`src/hw/rtl/bshp_pkg.sv`:
```
// -----------------------------------------------------------------------------
// bshp_pkg
// Types, tag constants and schema tables of the sequence-header parser.
// -----------------------------------------------------------------------------
package bshp_pkg;

  localparam int unsigned StackDepthDef = 8;
  localparam int unsigned IntBytesDef   = 4;

  localparam logic [7:0] TagSeq    = 8'h30;
  localparam logic [7:0] TagIndef  = 8'h80;
  localparam logic [7:0] TagStr    = 8'h1A;
  localparam logic [7:0] TagInt    = 8'h02;
  localparam logic [7:0] TagEoc    = 8'h00;
  localparam logic [7:0] TagIdLo   = 8'hA0;
  localparam logic [7:0] TagIdHi   = 8'hB3;

  typedef enum logic [2:0] {
    EvSbyte = 3'd0,
    EvSend  = 3'd1,
    EvInt   = 3'd2,
    EvId    = 3'd3,
    EvRec   = 3'd4,
    EvList  = 3'd5,
    EvErr   = 3'd6
  } event_kind_e;

  typedef enum logic [2:0] {
    KSeq   = 3'd0,
    KWrap  = 3'd1,
    KStr   = 3'd2,
    KInt   = 3'd3,
    KWlist = 3'd4
  } node_kind_e;

  localparam logic [5:0] NList  = 6'd1;
  localparam logic [5:0] NDef   = 6'd2;
  localparam logic [5:0] NIdseq = 6'd4;

  typedef enum logic [16:0] {
    PIdle    = 17'h00001,
    PIdleLen = 17'h00002,
    PTag     = 17'h00004,
    PTagSe   = 17'h00008,
    PClen    = 17'h00010,
    PW30     = 17'h00020,
    PW80     = 17'h00040,
    PEoc2    = 17'h00080,
    PEoc3    = 17'h00100,
    PEoc4    = 17'h00200,
    PSlen    = 17'h00400,
    PSlenx   = 17'h00800,
    PSdata   = 17'h01000,
    PIlen    = 17'h02000,
    PIlenx   = 17'h04000,
    PIfirst  = 17'h08000,
    PIdata   = 17'h10000
  } phase_e;

  typedef struct packed {
    logic [7:0]  data_byte;
  } in_item_t;

  typedef struct packed {
    logic [2:0]  event_kind;
    logic [5:0]  field_code;
    logic [31:0] event_value;
  } out_item_t;

  function automatic node_kind_e kind_of(input logic [5:0] n);
    node_kind_e k;
    k = KSeq;
    unique case (n)
      6'd3, 6'd12, 6'd15, 6'd16, 6'd18, 6'd19, 6'd20, 6'd25, 6'd27, 6'd28,
      6'd29, 6'd31, 6'd34, 6'd36, 6'd39, 6'd40, 6'd45: k = KStr;
      6'd5, 6'd9, 6'd11, 6'd14, 6'd21, 6'd23, 6'd33, 6'd37, 6'd42, 6'd43,
      6'd44, 6'd46, 6'd47, 6'd48: k = KInt;
      6'd4, 6'd13, 6'd17, 6'd22, 6'd24, 6'd30, 6'd35, 6'd41: k = KWrap;
      6'd6, 6'd7, 6'd8: k = KWlist;
      default: k = KSeq;
    endcase
    return k;
  endfunction

  // Child node for a context tag (or the 30 tag under the list), zero when the schema has no such edge.
  function automatic logic [5:0] child_of(input logic [5:0] t, input logic [7:0] b);
    logic [5:0] c;
    logic [3:0] i;
    c = 6'd0;
    i = b[3:0];
    if (t == NList) begin
      if (b == TagSeq) c = NDef;
    end else if (b[7:4] == 4'hA) begin
      unique case (t)
        6'd2:  if (i <= 4'd5) c = 6'd3 + {2'b0, i};
        6'd10: if (i <= 4'd1) c = 6'd11 + {2'b0, i};
        6'd13: if (i <= 4'd2) c = 6'd14 + {2'b0, i};
        6'd17: if (i <= 4'd3) c = 6'd18 + {2'b0, i};
        6'd22: if (i <= 4'd1) c = 6'd23 + {2'b0, i};
        6'd24: begin
          if (i == 4'd0) c = 6'd25;
          else if (i == 4'd1) c = 6'd26;
          else if (i == 4'd2) c = 6'd29;
        end
        6'd26: if (i <= 4'd1) c = 6'd27 + {2'b0, i};
        6'd30: if (i <= 4'd1) c = 6'd31 + {2'b0, i};
        6'd32: if (i <= 4'd1) c = 6'd33 + {2'b0, i};
        6'd35: if (i <= 4'd3) c = 6'd36 + {2'b0, i};
        6'd38: if (i <= 4'd1) c = 6'd40 + {2'b0, i};
        6'd41: if (i <= 4'd6) c = 6'd42 + {2'b0, i};
        default: c = 6'd0;
      endcase
    end
    return c;
  endfunction

  function automatic logic [5:0] id_choice(input logic [4:0] c);
    logic [5:0] n;
    unique case (c)
      5'd0: n = 6'd10;
      5'd1, 5'd2, 5'd11: n = 6'd9;
      5'd3: n = 6'd13;
      5'd8: n = 6'd22;
      5'd10: n = 6'd30;
      5'd14: n = 6'd35;
      default: n = 6'd17;
    endcase
    return n;
  endfunction

endpackage

```
`src/hw/rtl/bshp_stream_if.sv`:
```
// -----------------------------------------------------------------------------
// bshp_stream_if
// Valid/ready channel carrying one payload of a given type.
// -----------------------------------------------------------------------------
interface bshp_stream_if #(
  parameter type payload_t = logic [7:0]
);
  logic     valid;
  logic     ready;
  payload_t payload;

  modport source (output valid, output payload, input ready);
  modport sink (input valid, input payload, output ready);
endinterface

```
`src/hw/rtl/ber_sequence_header_parser.sv`:
```
// -----------------------------------------------------------------------------
// ber_sequence_header_parser
// Streaming BER parser for a list of sequence-header records.
// -----------------------------------------------------------------------------
// Usage:
//   in_i carries one byte of the BER stream per request (data_byte).
//   out_o carries events (event_kind, field_code, event_value); each byte
//   causes zero or one event.
//   A byte is decoded in the cycle it is accepted; its event is registered
//   in the output buffer and presented on out_o from there.
//   Throughput is one byte per cycle while in_i.ready is high; the parser
//   state register update is the only loop.
//   A two-entry output buffer keeps input accepted while one event waits;
//   when both entries are full, in_i.ready drops until out_o drains.
//   Reset clears the parser to wait for the outer 30 80 list header and
//   empties the output buffer.
//   An error event also returns the parser to that initial state.
// -----------------------------------------------------------------------------
module ber_sequence_header_parser #(
  parameter int unsigned StackDepth = bshp_pkg::StackDepthDef,
  parameter int unsigned IntBytes   = bshp_pkg::IntBytesDef
) (
  input  logic          clk_i,
  input  logic          rst_ni,
  bshp_stream_if.sink   in_i,
  bshp_stream_if.source out_o
);
  import bshp_pkg::*;

  logic      space, step, ev_valid;
  out_item_t ev;

  assign in_i.ready = space;
  assign step       = in_i.valid && space;

  bshp_core #(.StackDepth(StackDepth), .IntBytes(IntBytes)) u_core (
    .clk_i, .rst_ni, .step_i(step), .byte_i(in_i.payload.data_byte),
    .ev_valid_o(ev_valid), .ev_o(ev)
  );

  bshp_out_reg u_out (
    .clk_i, .rst_ni, .in_valid_i(ev_valid), .in_item_i(ev),
    .space_o(space), .out_o(out_o)
  );
endmodule

```
`src/hw/rtl/bshp_core.sv`:
```
// -----------------------------------------------------------------------------
// bshp_core
// Parser state and combinational next-state and event logic for one byte.
// -----------------------------------------------------------------------------
module bshp_core #(
  parameter int unsigned StackDepth = bshp_pkg::StackDepthDef,
  parameter int unsigned IntBytes   = bshp_pkg::IntBytesDef
) (
  input  logic                  clk_i,
  input  logic                  rst_ni,
  input  logic                  step_i,
  input  logic [7:0]            byte_i,
  output logic                  ev_valid_o,
  output bshp_pkg::out_item_t   ev_o
);
  import bshp_pkg::*;

  localparam int unsigned PtrW = $clog2(StackDepth + 1);
  localparam int unsigned IdxW = $clog2(StackDepth);

  phase_e            phase_q, phase_d;
  logic [5:0]        stack_q [StackDepth];
  logic [5:0]        stack_d [StackDepth];
  logic [PtrW-1:0]   sp_q, sp_d;
  logic [31:0]       rem_q, rem_d;
  logic [6:0]        lol_q, lol_d;
  logic [31:0]       acc_q, acc_d;

  logic [5:0]        top;
  logic              sp_full;
  logic [IdxW-1:0]   sp_idx, spm1_idx;
  logic              ev;
  out_item_t         item;
  logic              is_int;
  logic [31:0]       rem_new;
  logic              len_fin;
  logic [5:0]        child;
  logic              id_sel;
  logic [5:0]        code_save;
  node_kind_e        tk;
  logic [31:0]       rem_dec;

  assign sp_full  = (sp_q >= PtrW'(StackDepth));
  assign sp_idx   = sp_q[IdxW-1:0];
  assign spm1_idx = IdxW'(sp_q - PtrW'(1));
  assign top      = (sp_q == '0 || sp_q > PtrW'(StackDepth)) ? 6'd0 : stack_q[spm1_idx];
  assign tk       = kind_of(top);
  assign rem_dec  = rem_q - 32'd1;

  always_comb begin
    phase_d = phase_q;
    stack_d = stack_q;
    sp_d    = sp_q;
    rem_d   = rem_q;
    lol_d   = lol_q;
    acc_d   = acc_q;
    ev      = 1'b0;
    item    = '0;
    is_int  = 1'b0;
    rem_new = rem_q;
    len_fin = 1'b0;
    child   = 6'd0;
    id_sel  = 1'b0;
    code_save = top;

    // Tag handling, shared by the plain tag phase and the one after a string.
    if (phase_q == PTag || phase_q == PTagSe) begin
      if (top == 6'd0) begin
        ev = 1'b1;
      end else if (byte_i == TagEoc) begin
        phase_d = PEoc2;
      end else if (byte_i == TagStr && tk == KStr) begin
        phase_d = PSlen;
      end else if (byte_i == TagInt && (tk == KInt || tk == KWlist)) begin
        phase_d = PIlen;
      end else begin
        if (top == NIdseq && byte_i >= TagIdLo && byte_i <= TagIdHi) begin
          id_sel = 1'b1;
          child  = id_choice(5'(byte_i - TagIdLo));
        end else begin
          child = child_of(top, byte_i);
        end
        if (child == 6'd0 || sp_full) begin
          ev = 1'b1;
        end else begin
          stack_d[sp_idx] = child;
          phase_d = PClen;
          if (id_sel) begin
            ev = 1'b1;
            item.event_kind = EvId;
            item.field_code = 6'(byte_i - TagIdLo);
          end
        end
      end
      if (ev && item.event_kind != EvId) begin
        item.event_kind = EvErr;
        item.field_code = top;
        item.event_value = {24'd0, byte_i};
      end else if (!ev && phase_q == PTagSe) begin
        ev = 1'b1;
        item.event_kind = EvSend;
        item.field_code = code_save;
      end
    end else begin
      unique case (phase_q)
        PIdle: begin
          if (byte_i != TagSeq) ev = 1'b1;
          else phase_d = PIdleLen;
        end
        PIdleLen: begin
          if (byte_i != TagIndef) ev = 1'b1;
          else begin
            stack_d[0] = NList;
            sp_d = PtrW'(1);
            phase_d = PTag;
          end
        end
        PClen: begin
          if (byte_i != TagIndef || sp_full) ev = 1'b1;
          else if (kind_of(stack_q[sp_idx]) == KWrap ||
                   kind_of(stack_q[sp_idx]) == KWlist) phase_d = PW30;
          else begin
            sp_d = sp_q + PtrW'(1);
            phase_d = PTag;
          end
        end
        PW30: begin
          if (byte_i != TagSeq) ev = 1'b1;
          else phase_d = PW80;
        end
        PW80: begin
          if (byte_i != TagIndef || sp_full) ev = 1'b1;
          else begin
            sp_d = sp_q + PtrW'(1);
            phase_d = PTag;
          end
        end
        PEoc2: begin
          if (byte_i != TagEoc || top == 6'd0) ev = 1'b1;
          else begin
            sp_d = sp_q - PtrW'(1);
            stack_d[spm1_idx] = 6'd0;
            if (top == NList) begin
              ev = 1'b1;
              item.event_kind = EvList;
              item.field_code = NList;
            end else if (tk == KWrap || tk == KWlist) begin
              phase_d = PEoc3;
            end else begin
              phase_d = PTag;
              if (top == NDef) begin
                ev = 1'b1;
                item.event_kind = EvRec;
                item.field_code = NDef;
              end
            end
          end
        end
        PEoc3: begin
          if (byte_i != TagEoc) ev = 1'b1;
          else phase_d = PEoc4;
        end
        PEoc4: begin
          if (byte_i != TagEoc) ev = 1'b1;
          else phase_d = PTag;
        end
        PSlen, PIlen: begin
          is_int = (phase_q == PIlen);
          if (byte_i < TagIndef) begin
            rem_new = {24'd0, byte_i};
            len_fin = 1'b1;
          end else if (byte_i == TagIndef) begin
            ev = 1'b1;
          end else begin
            lol_d = byte_i[6:0];
            rem_d = 32'd0;
            phase_d = is_int ? PIlenx : PSlenx;
          end
        end
        PSlenx, PIlenx: begin
          is_int  = (phase_q == PIlenx);
          rem_new = {rem_q[23:0], byte_i};
          rem_d   = rem_new;
          lol_d   = (lol_q != 7'd0) ? lol_q - 7'd1 : lol_q;
          len_fin = (lol_q <= 7'd1);
        end
        PSdata: begin
          rem_d = rem_dec;
          if (rem_dec == 32'd0) phase_d = PTagSe;
          ev = 1'b1;
          item.event_kind  = EvSbyte;
          item.field_code  = top;
          item.event_value = {24'd0, byte_i};
        end
        PIfirst, PIdata: begin
          if (phase_q == PIfirst) acc_d = byte_i[7] ? {24'hFFFFFF, byte_i} : {24'd0, byte_i};
          else acc_d = {acc_q[23:0], byte_i};
          rem_d = rem_dec;
          if (rem_dec == 32'd0) begin
            phase_d = PTag;
            ev = 1'b1;
            item.event_kind  = EvInt;
            item.field_code  = top;
            item.event_value = acc_d;
          end else begin
            phase_d = PIdata;
          end
        end
        default: ev = 1'b1;
      endcase

      if (len_fin) begin
        rem_d = rem_new;
        if (rem_new == 32'd0) begin
          phase_d = PTag;
          ev = 1'b1;
          item.event_kind = is_int ? EvInt : EvSend;
          item.field_code = top;
        end else if (!is_int) begin
          phase_d = PSdata;
        end else if (rem_new > 32'(IntBytes)) begin
          ev = 1'b1;
        end else begin
          phase_d = PIfirst;
        end
      end

      // Any event not set to another kind here is an error.
      if (ev && item.event_kind == EvSbyte && phase_q != PSdata) begin
        item.event_kind  = EvErr;
        item.field_code  = top;
        item.event_value = {24'd0, byte_i};
      end
    end

    if (ev && (item.event_kind == EvErr || item.event_kind == EvList)) begin
      phase_d = PIdle;
      for (int i = 0; i < StackDepth; i++) stack_d[i] = 6'd0;
      sp_d  = '0;
      rem_d = 32'd0;
      lol_d = 7'd0;
      acc_d = 32'd0;
    end
  end

  always_ff @(posedge clk_i or negedge rst_ni) begin
    if (!rst_ni) begin
      phase_q <= PIdle;
      for (int i = 0; i < StackDepth; i++) stack_q[i] <= 6'd0;
      sp_q  <= '0;
      rem_q <= 32'd0;
      lol_q <= 7'd0;
      acc_q <= 32'd0;
    end else if (step_i) begin
      phase_q <= phase_d;
      stack_q <= stack_d;
      sp_q    <= sp_d;
      rem_q   <= rem_d;
      lol_q   <= lol_d;
      acc_q   <= acc_d;
    end
  end

  assign ev_valid_o = step_i && ev;
  assign ev_o       = item;
endmodule

```
`src/hw/rtl/bshp_out_reg.sv`:
```
// -----------------------------------------------------------------------------
// bshp_out_reg
// Two-entry skid buffer for result requests.
// -----------------------------------------------------------------------------
module bshp_out_reg (
  input  logic                clk_i,
  input  logic                rst_ni,
  input  logic                in_valid_i,
  input  bshp_pkg::out_item_t in_item_i,
  output logic                space_o,
  bshp_stream_if.source       out_o
);
  import bshp_pkg::*;

  out_item_t main_q, skid_q;
  logic      main_vld_q, skid_vld_q;
  logic      pop;

  assign pop           = out_o.valid && out_o.ready;
  assign space_o       = !skid_vld_q;
  assign out_o.valid   = main_vld_q;
  assign out_o.payload = main_q;

  always_ff @(posedge clk_i or negedge rst_ni) begin
    if (!rst_ni) begin
      main_vld_q <= 1'b0;
      skid_vld_q <= 1'b0;
    end else begin
      if (!main_vld_q || pop) begin
        main_vld_q <= skid_vld_q || in_valid_i;
        skid_vld_q <= 1'b0;
      end else if (in_valid_i) begin
        skid_vld_q <= 1'b1;
      end
    end
  end

  always_ff @(posedge clk_i) begin
    if (!main_vld_q || pop) begin
      main_q <= skid_vld_q ? skid_q : in_item_i;
    end
    if (in_valid_i && !(!main_vld_q || pop) || (in_valid_i && skid_vld_q)) begin
      skid_q <= in_item_i;
    end
  end
endmodule

```
`src/flat_wrapper.sv`:
```
// flat-port wrapper written by rule: the top's interface ports become plain ports
module ber_sequence_header_parser_flat import bshp_pkg::*;
#(
  parameter int unsigned StackDepth = bshp_pkg::StackDepthDef,
  parameter int unsigned IntBytes   = bshp_pkg::IntBytesDef
)
  (clk_i, rst_ni, in_i_valid, in_i_payload, in_i_ready, out_o_valid, out_o_payload, out_o_ready);
  bshp_stream_if #(.payload_t(bshp_pkg::in_item_t)) in_i_i ();
  bshp_stream_if #(.payload_t(bshp_pkg::out_item_t)) out_o_i ();
  input  logic clk_i;
  input  logic rst_ni;
  input wire logic [$bits(in_i_i.valid)-1:0] in_i_valid;
  input wire logic [$bits(in_i_i.payload)-1:0] in_i_payload;
  output wire logic [$bits(in_i_i.ready)-1:0] in_i_ready;
  output wire logic [$bits(out_o_i.valid)-1:0] out_o_valid;
  output wire logic [$bits(out_o_i.payload)-1:0] out_o_payload;
  input wire logic [$bits(out_o_i.ready)-1:0] out_o_ready;
  assign in_i_i.valid = in_i_valid;
  assign in_i_i.payload = in_i_payload;
  assign in_i_ready = in_i_i.ready;
  assign out_o_valid = out_o_i.valid;
  assign out_o_payload = out_o_i.payload;
  assign out_o_i.ready = out_o_ready;
  ber_sequence_header_parser #(.StackDepth(StackDepth), .IntBytes(IntBytes)) u_core (.clk_i(clk_i), .rst_ni(rst_ni), .in_i(in_i_i), .out_o(out_o_i));
endmodule
```
`config.mk`:
```
export PLATFORM = sky130hd
export DESIGN_NAME = ber_sequence_header_parser_flat
export DESIGN_NICKNAME = d
export VERILOG_FILES = /design/src/hw/rtl/bshp_pkg.sv /design/src/hw/rtl/bshp_stream_if.sv /design/src/hw/rtl/ber_sequence_header_parser.sv /design/src/hw/rtl/bshp_core.sv /design/src/hw/rtl/bshp_out_reg.sv /design/src/flat_wrapper.sv
export SDC_FILE = /design/constraint.sdc
export NUM_CORES = 1
export LEC_CHECK = 0
export ABC_AREA = 1
export BUFFER_PORTS_ARGS = -buffer_cell sky130_fd_sc_hd__buf_2
export CAP_MARGIN = 25
export CELL_PAD_IN_SITES_DETAIL_PLACEMENT = 0
export CELL_PAD_IN_SITES_GLOBAL_PLACEMENT = 1
export CORE_ASPECT_RATIO = 0.7
export CORE_UTILIZATION = 45
export DETAILED_ROUTE_END_ITERATION = 12
export HOLD_SLACK_MARGIN = 0.06
export PLACE_DENSITY = 0.9
export SLEW_MARGIN = 20
export SYNTH_ARGS = -nofsm -noshare
export SYNTH_HDL_FRONTEND = slang
export SYNTH_HIERARCHICAL = 1
export SYNTH_SLANG_ARGS = --single-unit
```
`constraint.sdc`:
```
create_clock -name clk_i -period 6.51 [get_ports clk_i]
set_clock_uncertainty 0.2 [all_clocks]
set_input_delay 1.302 -clock clk_i [delete_from_list [all_inputs] [get_ports clk_i]]
set_output_delay 1.302 -clock clk_i [all_outputs]
set_load 0.05 [all_outputs]
```
==> results.toml <==
[synth]
synth_area_per_cell_um2 = 6.51
synth_warnings = 6
post-synth-top-area-cell = "sky130_fd_sc_hd__dfrtp_1"
synth_seq_area_share_pct = 33.8
synth.ff_latch_count = 216
syn-instance-count = 2642
syn_nets = 2695
synth_enable_flop_cells = 82
postSynth.topFlopCell = "sky130_fd_sc_hd__dfrtp_1"
synth.area.top_cells = "sky130_fd_sc_hd__dfrtp_1 19%, sky130_fd_sc_hd__nand2_1 18%, sky130_fd_sc_hd__edfxtp_1 14%, sky130_fd_sc_hd__nand3_1 7.3%, sky130_fd_sc_hd__nor2_1 6.6%"
synth-async-reset-ratio_pct = 62.0
synthDistinctLibCells = 58
yosysTopAreaCellShare_pct = 19.4
syn-cell-area_mm2 = 0.0172

[cts]
clock_tree_from_tritoncts = "built"
cts_hold_repair_buffers = 0
post_cts_buffers = 0
root_cell_of_the_clock_tree = "sky130_fd_sc_hd__clkbuf_16"
max-clock-path-buffers = 3
cts.htree.levels = 1
worst_skew_pair_latency_ps = 540
clk_pin_slew_worst_paths_ps = 60
numCtsBuffers = 24
cts-resized-gates = 0
cts.sinks = 216

[cells_and_area]
utilization_pct = 50.1
final_layout_size_suffix_gt1_share_pct = 8.73
syn_to_final_growth_pct = 9.17
n_fill_cell = 3790
final_layout_net_count = 2718

[critical_path]
arrival_ps = 6180
worst_case_reg_to_reg_path_depth = 23
worst_r2r_startpoint = "u_core/u_core/phase_q[5]$_DFFE_PN0P_"
crit_path_cell_trace = "nor2_1 > nand2_1 > nor2_4 > nand3_1 > nand2_1 > nand2_2 > nand3_1 > nand3_1 > o21ai_0 > nand3_1 > a21oi_1 > nand4_1 > nand3_1 > nand2_1 > nand2_1 > nand3_2 > nand2_4 > buf_4 > inv_1 > buf_4 > nor2_1 > nand3_1 > o21ai_0"
crit_path_start = "u_core/u_core/phase_q[5]$_DFFE_PN0P_"
cp_slowest_cell = "sky130_fd_sc_hd__o21ai_0"
crit_path_max_incr_delay_ps = 640
criticalPathCategory = "flop to flop"
path_depth = 23
worst-path-buf-inv = 3
startpoint_type = "flop"
reg2reg_setup_slack_ps = 580
cp.required_ps = 6770
critPathCaptureType = "flop"
worst_path_max_fanout = 19
cp-endpoint = "u_core/u_core/phase_q[12]$_DFFE_PN0P_"
cpLargestDelayFamily = "simple AND/OR/NAND/NOR gates"
cell_repeated_most_along_the_worst_path = "sky130_fd_sc_hd__nand3_1"
worst_r2r_endpoint = "u_core/u_core/phase_q[12]$_DFFE_PN0P_"

[drt]
tritonroute_pass_1_iters = 7
ant_nets = 0
detailroute.via_count = 18984
initialDrtViolationCount = 2721
drt-wirelength-per-cell_um = 21.1
detail_route.wirelength_um = 66800
route.detailed.vias_per_inst = 5.99
post-route-drc-count = 0

[floorplan]
ioPinCount = 55
rows = 59
die-area_mm2 = 0.0390
die_w_um = 236
floorplan.die.height_um = 166
initial_utilization_pct = 45.9
core-area_mm2 = 0.0374

[sta]
maxSlewViolCount = 0
finalHoldWorstSlack_ps = 277
period_needed_ps = 5930
setup-violations-final = 0
finalHoldViolCount = 0
setup-tns-final_ps = 0
timing.max_slew.rel_slack_pct = 32.7
final_min_period_over_clock_period_pct = 91.0
clock.fmax_mhz = 169
worstMarginPinSlew_ps = 996
rsz0062_at_grt = "false"

[placement]
gp_congestion = 1.01
place.detailed.hpwl_um = 50400
numPortBuffers = 54

[run]
max_cap_violations = 0

[power_and_ir_drop]
leakage_nw = 9.29
power.density_mw_per_mm2 = 524
p_sw_w = 0.00573
internal_power_w = 0.00410
share_clk_of_total_power_pct = 13.5
maximum_vdd_drop_uv = 425
power.combinational.fraction_pct = 66.3
p_sw_share_pct = 58.3
share_seq_of_total_power_pct = 20.2

[global_routing]
first_pass_grt_wire_length_um = 101000
first_global_vias = 16454
track_usage_pct = 33.7
grt_max_degree = 90
initial_antenna_violation_count = 1
overflow_left_after_global_routing = 0

[min_path]
worst_hold_path_class = "flop to flop"
holdCritStartpoint = "u_core/u_core/stack_q[17]$_DFFE_PN0P_"

[outcome]
status = "complete, no violations"
[state kept, by name (all words and copies together) (netlist names)]
name                        cells
u_core/u_out/skid_q            41
u_core/u_out/out_o.payload     41
u_core/u_out/out_o.valid        1
u_core/u_core/phase_q          17
u_core/u_core/acc_q            24
u_core/u_out/skid_vld_q         1
u_core/u_core/lol_q             7
u_core/u_core/rem_q            32
u_core/u_core/sp_q              4
u_core/u_core/stack_q          48
[worst min-delay path by stage]
stage	endpoint	cells past startpoint	slack [ps]
finish	u_core/u_core/stack_q[17]$_DFFE_PN0P_	2	280
global route	u_core/u_core/stack_q[20]$_DFFE_PN0P_	2	300
CTS	u_core/u_core/stack_q[34]$_DFFE_PN0P_	2	280
detailed placement	u_core/u_core/stack_q[40]$_DFFE_PN0P_	2	260
global placement	u_core/u_core/stack_q[17]$_DFFE_PN0P_	2	260
floorplan	u_core/u_core/stack_q[15]$_DFFE_PN0P_	2	240
[synth_stat cells (9+ instances only)]
cell,count
sky130_fd_sc_hd__o21ai_0,166
sky130_fd_sc_hd__a221oi_1,9
sky130_fd_sc_hd__ha_1,41
sky130_fd_sc_hd__edfxtp_1,82
sky130_fd_sc_hd__clkbuf_1,57
sky130_fd_sc_hd__nor2_2,12
sky130_fd_sc_hd__nor2_1,300
sky130_fd_sc_hd__or2_2,20
sky130_fd_sc_hd__xor2_1,21
sky130_fd_sc_hd__buf_4,13
sky130_fd_sc_hd__o21ai_1,29
sky130_fd_sc_hd__inv_1,256
sky130_fd_sc_hd__nand2_2,29
sky130_fd_sc_hd__nand4_1,97
sky130_fd_sc_hd__nor3_1,44
sky130_fd_sc_hd__nand2_1,844
sky130_fd_sc_hd__nand3_1,250
sky130_fd_sc_hd__nor4_1,23
sky130_fd_sc_hd__a21oi_1,46
sky130_fd_sc_hd__buf_2,29
sky130_fd_sc_hd__dfrtp_1,133
sky130_fd_sc_hd__o22ai_1,35
[layer usage]
metal	track usage (%)	part of all wire (%)
met1	52.9	46
met2	42.8	37
met3	12.7	16
met4	4.46	1.2
met5	0	0
[logic make-up (layout without fill, tap and decap cells)]
kind of cell,Yosys count,in the layout,share of synthesized area [%]
AND/OR/NAND/NOR,1641,1641,41.2
buffers and inverters,384,423,9.46
AO/OA/AOI/OAI,334,334,11.1
flip-flops,216,216,33.8
adder cells (fa/ha/maj),41,41,2.98
XOR/XNOR,26,26,1.43
other,0,1,0
[placed cells by master (no fill, tap or decap), types with 21 or more instances in the layout]
master / n
sky130_fd_sc_hd__o22ai_1: 35
sky130_fd_sc_hd__xor2_1: 21
sky130_fd_sc_hd__buf_4: 47
sky130_fd_sc_hd__nand4_1: 97
sky130_fd_sc_hd__nand3_1: 250
sky130_fd_sc_hd__inv_1: 256
sky130_fd_sc_hd__a21oi_1: 46
sky130_fd_sc_hd__o21ai_0: 166
sky130_fd_sc_hd__nor3_1: 44
sky130_fd_sc_hd__o21ai_1: 29
sky130_fd_sc_hd__nand2_1: 842
sky130_fd_sc_hd__edfxtp_1: 82
sky130_fd_sc_hd__nor2_1: 300
sky130_fd_sc_hd__nand2_2: 31
sky130_fd_sc_hd__nor4_1: 22
sky130_fd_sc_hd__dfrtp_1: 133
sky130_fd_sc_hd__clkbuf_16: 25
sky130_fd_sc_hd__ha_1: 41
sky130_fd_sc_hd__buf_2: 54
[stage by stage]
stage	cell area, um2	power (W)	instances	setup slack (ps)
2_1_floorplan	17200	0.00637	2642	784
3_3_place_gp	18000	0.00822	3124	353
3_5_place_dp	18000	0.00822	3126	434
4_1_cts	18700	0.00957	3168	848
5_1_grt	18800	0.0104	3169	134
6_report	18800	0.00983	3170	583
[area by class of cell]
type	instances	area, um2	share of cell area (%)
Clock inverter	15	111	0.593
Inverter	271	1020	5.46
Multi-Input combinational cell	2042	9760	52.0
Timing Repair Buffer	110	802	4.27
Sequential cell	216	5820	31.0
Tap cell	488	611	3.25
Clock buffer	27	633	3.37
Antenna cell	1	2.50	0.0133
[power by group through the flow]
stage	logic (W)	registers [W]	clock network [W]
finish	0.00651	0.00199	0.00133
floorplan	0.00404	0.00233	0
detailed placement	0.00621	0.00201	0
CTS	0.00623	0.00199	0.00135
global route	0.00699	0.00202	0.00140
global placement	0.00622	0.00200	0
[tightest hold or removal path, delay by kind of cell (launching register included)]
kind / cells / cell delay, ps
flops: 1 / 340
simple gates: 2 / 100
Note: power is estimated with default switching activity, not from simulation.
